File: src/orlb_pkg.sv
// Shared types and constants for the overwrite ring log buffer.
`default_nettype none

package orlb_pkg;

  localparam int CntW = 6;
  localparam int WordW = 32;
  localparam logic [CntW-1:0] MAX_RUN = 6'd32;

  typedef enum logic [1:0] {
    KIND_PUSH = 2'd0,
    KIND_PEEK = 2'd1,
    KIND_POP  = 2'd2,
    KIND_NONE = 2'd3
  } kind_t;

  typedef enum logic [0:0] {
    ST_IDLE = 1'b0,
    ST_RUN  = 1'b1
  } state_t;

  typedef struct packed {
    logic [1:0]       kind;
    logic [WordW-1:0] sample_data;
    logic [CntW-1:0]  max_items;
  } req_t;

  typedef struct packed {
    logic [WordW-1:0] read_data;
    logic             has_data;
    logic             last;
    logic [CntW-1:0]  returned_total;
  } rsp_t;

  typedef struct packed {
    logic push;
    logic read_start;
    logic advance;
    logic cfg_write;
  } dp_cmd_t;

  typedef struct packed {
    logic final_entry;
  } dp_stat_t;

endpackage

`default_nettype wire

File: src/orlb_ctrl.sv
// Controller state machine that sequences pushes, read runs and configuration writes.
`default_nettype none

module orlb_ctrl (
  input  wire logic              clk,
  input  wire logic              rst,
  input  wire logic              req_valid,
  input  wire logic [1:0]        req_kind,
  output logic                   req_stall,
  input  wire logic              cfg_valid,
  output logic                   cfg_ready,
  output logic                   rsp_valid,
  input  wire logic              rsp_stall,
  input  wire orlb_pkg::dp_stat_t stat,
  output orlb_pkg::dp_cmd_t      cmd
);

  orlb_pkg::state_t state;
  orlb_pkg::state_t state_next;
  logic             req_take;
  logic             is_read;

  assign req_take = (state == orlb_pkg::ST_IDLE) && req_valid && !cfg_valid;
  assign is_read  = (req_kind == orlb_pkg::KIND_PEEK) || (req_kind == orlb_pkg::KIND_POP);

  always_ff @(posedge clk) begin
    if (rst) begin
      state <= orlb_pkg::ST_IDLE;
    end else begin
      state <= state_next;
    end
  end

  always_comb begin
    state_next = state;
    case (state)
      orlb_pkg::ST_IDLE: begin
        if (req_take && is_read) begin
          state_next = orlb_pkg::ST_RUN;
        end
      end
      orlb_pkg::ST_RUN: begin
        if (!rsp_stall && stat.final_entry) begin
          state_next = orlb_pkg::ST_IDLE;
        end
      end
      default: begin
        state_next = orlb_pkg::ST_IDLE;
      end
    endcase
  end

  always_comb begin
    req_stall      = 1'b1;
    cfg_ready      = 1'b0;
    rsp_valid      = 1'b0;
    cmd            = '0;
    case (state)
      orlb_pkg::ST_IDLE: begin
        cfg_ready      = 1'b1;
        req_stall      = cfg_valid;
        cmd.cfg_write  = cfg_valid;
        cmd.push       = req_take && (req_kind == orlb_pkg::KIND_PUSH);
        cmd.read_start = req_take && is_read;
      end
      orlb_pkg::ST_RUN: begin
        rsp_valid   = 1'b1;
        cmd.advance = !rsp_stall;
      end
      default: begin
        req_stall = 1'b1;
      end
    endcase
  end

endmodule

`default_nettype wire

File: src/orlb_datapath.sv
// Datapath with the entry memory, ring pointers, fill count and result registers.
`default_nettype none

module orlb_datapath #(
  parameter int DEPTH      = 32,
  parameter int DATA_WIDTH = 32
) (
  input  wire logic                        clk,
  input  wire logic                        rst,
  input  wire orlb_pkg::dp_cmd_t           cmd,
  input  wire orlb_pkg::req_t              req,
  input  wire logic [orlb_pkg::CntW-1:0]   cfg_data,
  output orlb_pkg::dp_stat_t               stat,
  output orlb_pkg::rsp_t                   rsp
);

  localparam int AW = (DEPTH > 1) ? $clog2(DEPTH) : 1;
  localparam int CapMax = (DEPTH > 63) ? 63 : DEPTH;
  localparam logic [orlb_pkg::CntW-1:0] CapMaxV = orlb_pkg::CntW'(CapMax);

  logic [DATA_WIDTH-1:0]     mem [DEPTH];
  logic [DATA_WIDTH-1:0]     rdata;
  logic [orlb_pkg::CntW-1:0] capacity;
  logic [orlb_pkg::CntW-1:0] wp;
  logic [orlb_pkg::CntW-1:0] fill;
  logic [orlb_pkg::CntW-1:0] rd_ptr;
  logic [orlb_pkg::CntW-1:0] rd_ptr_next;
  logic [orlb_pkg::CntW-1:0] remain;
  logic [orlb_pkg::CntW-1:0] total;
  logic                      has_data;
  logic [orlb_pkg::CntW-1:0] cap;
  logic [orlb_pkg::CntW:0]   wp_inc;
  logic [orlb_pkg::CntW:0]   rd_inc;
  logic [orlb_pkg::CntW-1:0] lim;
  logic [orlb_pkg::CntW-1:0] run_len;
  logic [orlb_pkg::CntW-1:0] back;
  logic [orlb_pkg::CntW:0]   start_raw;
  logic [orlb_pkg::CntW:0]   start_pos;
  logic                      is_pop;

  always_comb begin
    if (capacity == '0) begin
      cap = orlb_pkg::CntW'(1);
    end else if (capacity > CapMaxV) begin
      cap = CapMaxV;
    end else begin
      cap = capacity;
    end
  end

  assign is_pop  = (req.kind == orlb_pkg::KIND_POP);
  assign wp_inc  = {1'b0, wp} + 1'b1;
  assign rd_inc  = {1'b0, rd_ptr} + 1'b1;
  assign lim     = (fill < req.max_items) ? fill : req.max_items;
  assign run_len = (lim > orlb_pkg::MAX_RUN) ? orlb_pkg::MAX_RUN : lim;
  assign back    = is_pop ? run_len : fill;

  always_comb begin
    start_raw = {1'b0, wp} + {1'b0, cap} - {1'b0, back};
    if (start_raw >= {1'b0, cap}) begin
      start_pos = start_raw - {1'b0, cap};
    end else begin
      start_pos = start_raw;
    end
  end

  always_comb begin
    rd_ptr_next = rd_ptr;
    if (cmd.read_start) begin
      rd_ptr_next = start_pos[orlb_pkg::CntW-1:0];
    end else if (cmd.advance) begin
      rd_ptr_next = (rd_inc >= {1'b0, cap}) ? '0 : rd_inc[orlb_pkg::CntW-1:0];
    end
  end

  always_ff @(posedge clk) begin
    if (cmd.push) begin
      mem[AW'(wp)] <= DATA_WIDTH'(req.sample_data);
    end
    rdata <= mem[AW'(rd_ptr_next)];
  end

  always_ff @(posedge clk) begin
    if (rst) begin
      capacity <= CapMaxV;
      wp       <= '0;
      fill     <= '0;
      rd_ptr   <= '0;
      remain   <= '0;
      total    <= '0;
      has_data <= 1'b0;
    end else begin
      rd_ptr <= rd_ptr_next;
      if (cmd.cfg_write) begin
        capacity <= cfg_data;
        wp       <= '0;
        fill     <= '0;
      end else if (cmd.push) begin
        wp <= (wp_inc >= {1'b0, cap}) ? '0 : wp_inc[orlb_pkg::CntW-1:0];
        if (fill < cap) begin
          fill <= fill + 1'b1;
        end
      end else if (cmd.read_start) begin
        remain   <= run_len;
        total    <= run_len;
        has_data <= (run_len != '0);
        if (is_pop) begin
          fill <= '0;
        end
      end else if (cmd.advance && (remain != '0)) begin
        remain <= remain - 1'b1;
      end
    end
  end

  assign stat.final_entry   = (remain <= orlb_pkg::CntW'(1));
  assign rsp.read_data      = has_data ? orlb_pkg::WordW'(rdata) : '0;
  assign rsp.has_data       = has_data;
  assign rsp.last           = stat.final_entry;
  assign rsp.returned_total = total;

endmodule

`default_nettype wire

File: src/overwrite_ring_log_buffer.sv
// Top level of the overwrite ring log buffer: controller plus datapath.
`default_nettype none

// A push request gives no result, so pushes stream at one per clock while no
// configuration write is pending. A peek or pop request starts a run whose first result
// is offered in the cycle after the request is taken; the run is paced by rsp_stall and by
// the single registered read port of the entry memory. A read that returns nothing gives
// one empty result. While a run is being delivered, new requests and configuration writes
// are held off. The entry memory is not cleared after reset and needs no clearing pass.
module overwrite_ring_log_buffer #(
  parameter int DEPTH      = 32,
  parameter int DATA_WIDTH = 32
) (
  input  wire logic                      clk,
  input  wire logic                      rst,
  input  wire logic                      req_valid,
  output logic                           req_stall,
  input  wire orlb_pkg::req_t            req,
  output logic                           rsp_valid,
  input  wire logic                      rsp_stall,
  output orlb_pkg::rsp_t                 rsp,
  input  wire logic                      cfg_valid,
  output logic                           cfg_ready,
  input  wire logic [orlb_pkg::CntW-1:0] cfg_data
);

  orlb_pkg::dp_cmd_t  cmd;
  orlb_pkg::dp_stat_t stat;

  orlb_ctrl u_ctrl (
    .clk       (clk),
    .rst       (rst),
    .req_valid (req_valid),
    .req_kind  (req.kind),
    .req_stall (req_stall),
    .cfg_valid (cfg_valid),
    .cfg_ready (cfg_ready),
    .rsp_valid (rsp_valid),
    .rsp_stall (rsp_stall),
    .stat      (stat),
    .cmd       (cmd)
  );

  orlb_datapath #(
    .DEPTH      (DEPTH),
    .DATA_WIDTH (DATA_WIDTH)
  ) u_datapath (
    .clk      (clk),
    .rst      (rst),
    .cmd      (cmd),
    .req      (req),
    .cfg_data (cfg_data),
    .stat     (stat),
    .rsp      (rsp)
  );

endmodule

`default_nettype wire

File: config.mk
export PLATFORM = sky130hd
export DESIGN_NAME = overwrite_ring_log_buffer
export DESIGN_NICKNAME = d
export VERILOG_FILES = /design/src/orlb_pkg.sv /design/src/orlb_ctrl.sv /design/src/orlb_datapath.sv /design/src/overwrite_ring_log_buffer.sv
export SDC_FILE = /design/constraint.sdc
export NUM_CORES = 1
export LEC_CHECK = 0
export BUFFER_PORTS_ARGS = -buffer_cell sky130_fd_sc_hd__buf_2
export CORE_AREA = 2 2 336 338
export DETAILED_ROUTE_END_ITERATION = 7
export DIE_AREA = 0 0 338 340
export GPL_ROUTABILITY_DRIVEN = 0
export MAX_ROUTING_LAYER = met4
export PLACE_DENSITY = 0.62
export SETUP_SLACK_MARGIN = 0.4
export SYNTH_ARGS = -nofsm -noshare
export SYNTH_HDL_FRONTEND = slang
export SYNTH_SLANG_ARGS = --single-unit
export TNS_END_PERCENT = 30
File: constraint.sdc
create_clock -name clk -period 8.6 [get_ports clk]
set_input_delay 1.72 -clock clk [delete_from_list [all_inputs] [get_ports clk]]
set_output_delay 1.72 -clock clk [all_outputs]
set_load 0.005 [all_outputs]
==> results of run 1 <==
==> final cells by class <==
class	count	area share, %
Sequential cell	1094	63.22
Multi-Input combinational cell	1933	22.38
Clock buffer	137	5.686
Tap cell	1500	3.690
Timing Repair Buffer	199	3.095
Clock inverter	65	1.656
Inverter	35	0.2583
Antenna cell	4	0.01968
==> kinds of logic (layout without fill, tap and decap cells) <==
family | Yosys count | in the layout | synth area share, %
flip-flops | 1094 | 1094 | 72.75
multiplexers | 116 | 116 | 2.851
XOR/XNOR | 17 | 17 | 0.3369
AND/OR/NAND/NOR | 1388 | 1388 | 14.22
AO/OA/AOI/OAI | 361 | 361 | 6.039
adder cells (fa/ha/maj) | 51 | 51 | 1.563
other | 0 | 4 | 0
buffers and inverters | 224 | 436 | 2.237
==> report_power, final <==
group	leakage [nW]	internal (mW)	switching (mW)
clock	1.83	2.90	2.02
sequential	9.78	5.88	0.0664
combinational	5.89	0.443	0.817
total	17.5	9.23	2.91
==> repair_timing <==
| action | CTS | global route |
|---|---|---|
| gates resized for setup | 0 | 4 |
| endpoints found under the setup margin | 0 | 27 |
| setup buffers | 0 | 0 |
==> tightest hold or removal path, cell delays in order, from the launching register on <==
cell and delay [ns]:
sky130_fd_sc_hd__dfxtp_1 0.31, sky130_fd_sc_hd__nand2_1 0.05, sky130_fd_sc_hd__a21oi_1 0.05
==> state kept, by name, indices dropped and copies added (netlist names) <==
register             count
u_datapath.fill          6
u_datapath.wp            6
u_datapath.total         6
u_datapath.rd_ptr        6
u_datapath.rdata        32
u_datapath.capacity      6
u_datapath.remain        6
u_datapath.mem        1024
u_ctrl.state             1
u_datapath.has_data      1
==> layout by cell type, fill, tap and decap left out, types with 32 or more instances in the layout <==
cell	count
sky130_fd_sc_hd__a211oi_1	39
sky130_fd_sc_hd__a21oi_1	66
sky130_fd_sc_hd__a311o_1	64
sky130_fd_sc_hd__a31oi_1	33
sky130_fd_sc_hd__a32oi_1	32
sky130_fd_sc_hd__and2_1	36
sky130_fd_sc_hd__and3_1	36
sky130_fd_sc_hd__buf_2	93
sky130_fd_sc_hd__buf_4	81
sky130_fd_sc_hd__clkbuf_16	108
sky130_fd_sc_hd__dfxtp_1	69
sky130_fd_sc_hd__edfxtp_1	1024
sky130_fd_sc_hd__ha_1	44
sky130_fd_sc_hd__inv_1	35
sky130_fd_sc_hd__mux2_2	67
sky130_fd_sc_hd__mux2i_1	44
sky130_fd_sc_hd__nand2_1	804
sky130_fd_sc_hd__nand3_1	335
sky130_fd_sc_hd__nor2_1	49
sky130_fd_sc_hd__nor2_4	37
sky130_fd_sc_hd__nor4_2	32
sky130_fd_sc_hd__o22ai_1	32
==> per-layer routing <==
layer	GRT usage, %	vias to the layer above	wire (um)
li1	-	12320	-
met1	27.80	13880	49500
met2	34.84	1011	59220
met3	3.396	231	8471
met4	6.731	0	3489
met5	-	-	0
==> path summary, 6_finish.rpt <==
path                     endpoint                 from  slack [ns]
max          u_datapath.rdata[26]               req[1]        0.81
min           u_datapath.total[2]  u_datapath.total[2]        0.45
max reg2reg  u_datapath.rdata[26]   u_datapath.fill[1]        1.51
min reg2reg   u_datapath.total[2]  u_datapath.total[2]        0.45
==> flow_metrics.tcl, run 1 <==
set metrics [dict create \
    outcome "completed" \
    wp_data_arrival_ns 8.31 \
    tightestPinTransition_ns 1.085 \
    syn_inst 3251 \
    finalCritPeriodShare_pct 90.55 \
    worst_path_largest_cell_delay_ns 0.53 \
    die-width_um 338 \
    synth_edf_count 1024 \
    floorplan.core_area_sq_um 111600 \
    first_global_vias 26720 \
    dpl-instance-area_sq_um 47090 \
    cap_violations 0 \
    vias_per_cell 5.523 \
    drt-pass1-iter-count 5 \
    grt_start_max_net_pins 89 \
    yosys_warnings 0 \
    post-route-cell-area_sq_um 50860 \
    io-pin-count 94 \
    antenna_left 0 \
    fraction_of_final_layout_cells_sized_beyond_drive_strength_1_pct 15.54 \
    reg2regPathDepth 28 \
    tritoncts "yes" \
    worstSetupPathType "in -> reg" \
    layout.core_utilization_pct 45.58 \
    fillerInstances 9795 \
    ff_latch_area_sq_um 32150 \
    synthDistinctLibCells 72 \
    worst_setup_path_start_kind "input port" \
    synthToLayoutAreaGrowth_pct 15.08 \
    layout.nets 3472 \
    vias 27440 \
    critPathTopFamily "compound AO/OA/AOI/OAI gates" \
    die_height_um 340 \
    yosysTopAreaCellShare_pct 69.58 \
    design_power_total_mw 12.14 \
    worst_path_buf_inv 5 \
    worst_skew_pair.late_latency_ns 0.70 \
    routed_wire_length_per_instance_um 24.30 \
    worst_hold_path_type "reg -> reg" \
    number_of_storage_elements_in_the_synthesis_netlist 1094 \
    finalMaxSlewViolations 0 \
    port_buf_inserts 93 \
    placementRows 123 \
    finalSetupTns_ns 0 \
    critical_path_peak_fanout 35 \
    cellPowerDensity_nw_per_um2 238.6 \
    hpwlAfterDp_mm 65.96 \
    cts_max_path_buffers 3 \
    grt_antenna_before_repair 8 \
    initialDrtViolationCount 2948 \
    setup_ws_ns 0.8124 \
    path_clk_slew_ns 0.06 \
    holdWs_ns 0.4513 \
    post_cts_hold_buffer_count 0 \
    synth_area_leaders "sky130_fd_sc_hd__edfxtp_1 (70%), sky130_fd_sc_hd__nand2_1 (6.8%), sky130_fd_sc_hd__nand3_1 (3.8%)" \
    die_area_sq_um 114900 \
    rsz_0062_raised_after_global_routing "false" \
    crit_path_frequent_cell "sky130_fd_sc_hd__a21o_1" \
    yosys.cell_count.top_type "sky130_fd_sc_hd__edfxtp_1" \
    holdPathStages 2 \
    detail_route.drc_violations 0 \
    slew_headroom_pct 27.67 \
    worst_slack_at_placement_ns 0.1295 \
    aggregate_routed_wire_length_mm 120.7 \
    max_freq_mhz 128.4 \
    syn_area_sq_um 44190 \
    finalSetupViolations 0 \
    crit_path_top_delay_cell "sky130_fd_sc_hd__or4_1" \
    net_count_after_synthesis 3353 \
    standby_leakage_power_nw 17.51 \
    initial_standard_cell_utilization_of_the_core_pct 39.61 \
    synth_commonest_cells "sky130_fd_sc_hd__edfxtp_1 (1024), sky130_fd_sc_hd__nand2_1 (804), sky130_fd_sc_hd__nand3_1 (336)" \
    ys_dominant_reg_cell "sky130_fd_sc_hd__edfxtp_1" \
    dp.cells 4761 \
    timing_hold_violations_final 0 \
    timing.clock.skew_ns 0.05932 \
    post_synthesis_area_per_instance_sq_um 13.59 \
    final_cells 4967 \
    async_reset_ff_share_pct 0 \
    globalRouteOverflowTotal 0 \
    grt_pass1_wl_mm 177.3 \
    end_kind "flop" \
    vdd.ir_drop.worst_uv 174.0 \
    multiInputGateArea_sq_um 11380 \
    min_period_ns 7.788 \
    cts_root_buf "sky130_fd_sc_hd__clkbuf_16" \
    synth_sequential_area_ratio_pct 72.75 \
    cts_buffers 107 \
    critical_path_depth 30 \
    timing.critical_path.required_ns 9.12 \
    yosys.area.top_type "sky130_fd_sc_hd__edfxtp_1" \
    tritoncts_num_sinks 1094 \
    overall_track_demand_over_capacity_in_global_routing_pct 21.51 \
    h_tree_level_count 3 \
]
No activity file was read; power rests on OpenSTA's default activity.
==> inputs of run 2 (changes only) <==
--- a/config.mk
+++ b/config.mk
@@ -7,7 +7,7 @@
 export LEC_CHECK = 0
 export BUFFER_PORTS_ARGS = -buffer_cell sky130_fd_sc_hd__buf_2
-export CORE_AREA = 2 2 336 338
+export CORE_AREA = 2 2 474 241
 export DETAILED_ROUTE_END_ITERATION = 7
-export DIE_AREA = 0 0 338 340
+export DIE_AREA = 0 0 476 243
 export GPL_ROUTABILITY_DRIVEN = 0
 export MAX_ROUTING_LAYER = met4
==> constraint.sdc (replaced) <==
create_clock -name clk -period 8.6 [get_ports clk]
set_input_delay 0.86 -clock clk [delete_from_list [all_inputs] [get_ports clk]]
set_output_delay 0.86 -clock clk [all_outputs]
set_load 0.005 [all_outputs]
==> run 2 against run 1 <==
Against the previous run:
- final area is 1.6% lower
- combinational power hardly changed
- utilization is 0.72 points lower
==> flow_metrics.tcl, run 2 (same netlist as run 1, synthesis figures left out) <==
set metrics [dict create \
    h_tree_level_count 3 \
    tritoncts "yes" \
    cap_violations 0 \
    grt_most_used_layer "met1" \
    path_clk_slew_ns 0.07 \
    min_period_ns 7.808 \
    initial_standard_cell_utilization_of_the_core_pct 39.61 \
    tightestPinTransition_ns 1.305 \
    grt_antenna_before_repair 6 \
    final_cells 4930 \
    outcome "completed" \
    pwr-share-seq_pct 51.2 \
    largest_register_ff_count 1024 \
    vias_per_cell 5.651 \
    antenna_left 0 \
    layout.nets 3438 \
    r2r_setup_slack_ns 0.79 \
    layout.cells.most_common "sky130_fd_sc_hd__edfxtp_1" \
    port_buf_inserts 93 \
    cellPowerDensity_nw_per_um2 232.5 \
    worst_hold_path_type "in -> reg" \
    clock_power_share_pct 37.9 \
    final_cell_mix "sky130_fd_sc_hd__edfxtp_1 (1024), sky130_fd_sc_hd__nand2_1 (804), sky130_fd_sc_hd__nand3_1 (335), sky130_fd_sc_hd__clkbuf_16 (94), sky130_fd_sc_hd__buf_2 (93)" \
    holdPathStages 2 \
    post_cts_hold_buffer_count 0 \
    finalSetupTns_ns 0 \
    slew_headroom_pct 12.80 \
    overall_track_demand_over_capacity_in_global_routing_pct 22.64 \
    initialDrtViolationCount 4289 \
    worst_setup_path_start_kind "flop" \
    fillerInstances 9852 \
    end_kind "flop" \
    cts_buffers 93 \
    floorplan.core_area_sq_um 111600 \
    first_global_vias 25540 \
    cts_repair_resize_count 0 \
    globalRouteOverflowTotal 0 \
    cts_max_path_buffers 3 \
    timing.critical_path.required_ns 9.20 \
    groute.layer.met1.usage_pct 36.75 \
    timing.clock.skew_ns 0.04439 \
    vdd.ir_drop.worst_uv 185.4 \
    tritoncts_num_sinks 1094 \
    vias 27860 \
    cts_root_buf "sky130_fd_sc_hd__clkbuf_16" \
    die_height_um 243 \
    fraction_of_final_layout_cells_sized_beyond_drive_strength_1_pct 14.44 \
    max_freq_mhz 128.1 \
    standby_leakage_power_nw 17.10 \
    placementRows 87 \
    p_comb_share_pct 10.9 \
    global_route.usage.met2_pct 27.98 \
    drt-pass1-iter-count 5 \
    io-pin-count 94 \
    finalMaxSlewViolations 0 \
    finalSetupViolations 0 \
    worstSetupPathType "reg -> reg" \
    netSwitchingPower_mw 2.950 \
    wp_data_arrival_ns 8.41 \
    rsz_0062_raised_after_global_routing "false" \
    synthToLayoutAreaGrowth_pct 13.27 \
    aggregate_routed_wire_length_mm 128.4 \
    detail_route.drc_violations 0 \
    worst_skew_pair.late_latency_ns 0.72 \
    reg2regPathDepth 26 \
    design_power_total_mw 11.64 \
    grt_pass1_wl_mm 185.2 \
    critical_path_peak_fanout 24 \
    dp.cells 4754 \
    die-width_um 476 \
    finalCritPeriodShare_pct 90.79 \
    die_area_sq_um 115700 \
    grt_start_max_net_pins 158 \
    routed_wire_length_per_instance_um 26.05 \
    swShare_pct 25.35 \
    hpwlAfterDp_mm 69.26 \
    p_int_mw 8.690 \
    grt_use_met3_pct 5.528 \
    reg_top3 "u_datapath.mem x1024, u_datapath.rdata x32" \
    max_flop_register "u_datapath.mem" \
    timing_hold_violations_final 0 \
    cts_setup_buffers 0 \
]
[run 2: cell count changes in the layout (fill, tap and decap cells not counted), sizes merged]
cell,delta
clkinv,-12
diode,-2
clkbuf,-10
bufinv,-9
inv,+2
buf,-20
clkinvlp,+1
[run 2: worst max-delay path, stage by stage, from the launching register on]
cell and delay (ns):
sky130_fd_sc_hd__dfxtp_1 0.51, sky130_fd_sc_hd__ha_1 0.30, sky130_fd_sc_hd__a21o_1 0.15, sky130_fd_sc_hd__a21o_1 0.17
sky130_fd_sc_hd__a21o_1 0.17, sky130_fd_sc_hd__a21o_1 0.20, sky130_fd_sc_hd__a21oi_4 0.27, sky130_fd_sc_hd__mux2_2 0.46
sky130_fd_sc_hd__nor2_1 0.25, sky130_fd_sc_hd__mux2_2 0.21, sky130_fd_sc_hd__ha_1 0.12, sky130_fd_sc_hd__inv_1 0.04
sky130_fd_sc_hd__ha_1 0.27, sky130_fd_sc_hd__fa_1 0.49, sky130_fd_sc_hd__a211oi_1 0.38, sky130_fd_sc_hd__o21a_1 0.26
sky130_fd_sc_hd__ha_1 0.29, sky130_fd_sc_hd__nor2b_1 0.18, sky130_fd_sc_hd__o31ai_1 0.35, sky130_fd_sc_hd__o211a_1 0.31
sky130_fd_sc_hd__mux2i_1 0.13, sky130_fd_sc_hd__o21a_2 0.28, sky130_fd_sc_hd__nor2_4 1.01, sky130_fd_sc_hd__buf_4 0.35
sky130_fd_sc_hd__a32oi_1 0.11, sky130_fd_sc_hd__a31oi_1 0.37, sky130_fd_sc_hd__nor4_2 0.08
[run 2: final cells by class]
cell class	instances	area, sq um	share of cell area [%]
diodes	2	5.005	0.009998
clock inverters	47	516.7	1.032
clock buffers	127	2606	5.206
repair buffers	179	1381	2.759
flip-flops and latches	1094	32150	64.23
well taps	1513	1893	3.782
inverters	35	131.4	0.2624
multi-input cells	1933	11370	22.72
[run 2: metrics by stage]
step	instance area, sq um	hold WS [ns]	worst slack, ns	util [%]
floorplan	44190	0.4527	1.456	-
global placement	46910	0.4425	0.5394	42.04
detailed placement	46910	0.4443	0.3785	42.04
CTS	50030	0.3314	0.8550	44.84
global route	50050	0.3544	0.4530	44.86
finish	50060	0.3793	0.7921	44.87
[run 2: power by group through the flow]
stage	logic (mW)	registers, mW	clock network, mW
4_1_cts	1.26	5.96	4.45
2_1_floorplan	0.801	6.01	0
6_report	1.27	5.96	4.41
3_5_place_dp	1.25	6.08	0
3_3_place_gp	1.24	6.08	0
5_1_grt	1.38	5.96	4.67
[run 2: metal layers]
layer / vias to the layer above / share of wire, %
met5: - / 0
met4: 0 / 1.5
li1: 12210 / -
met1: 13940 / 48
met3: 137 / 12
met2: 1571 / 39
[run 2: final timing paths]
check,from,end
hold reg to reg,u_datapath.total[0],u_datapath.total[0]
setup reg to reg,u_datapath.fill[1],u_datapath.rdata[25]
setup / recovery,u_datapath.fill[1],u_datapath.rdata[25]
hold / removal,cfg_data[5],u_datapath.capacity[5]
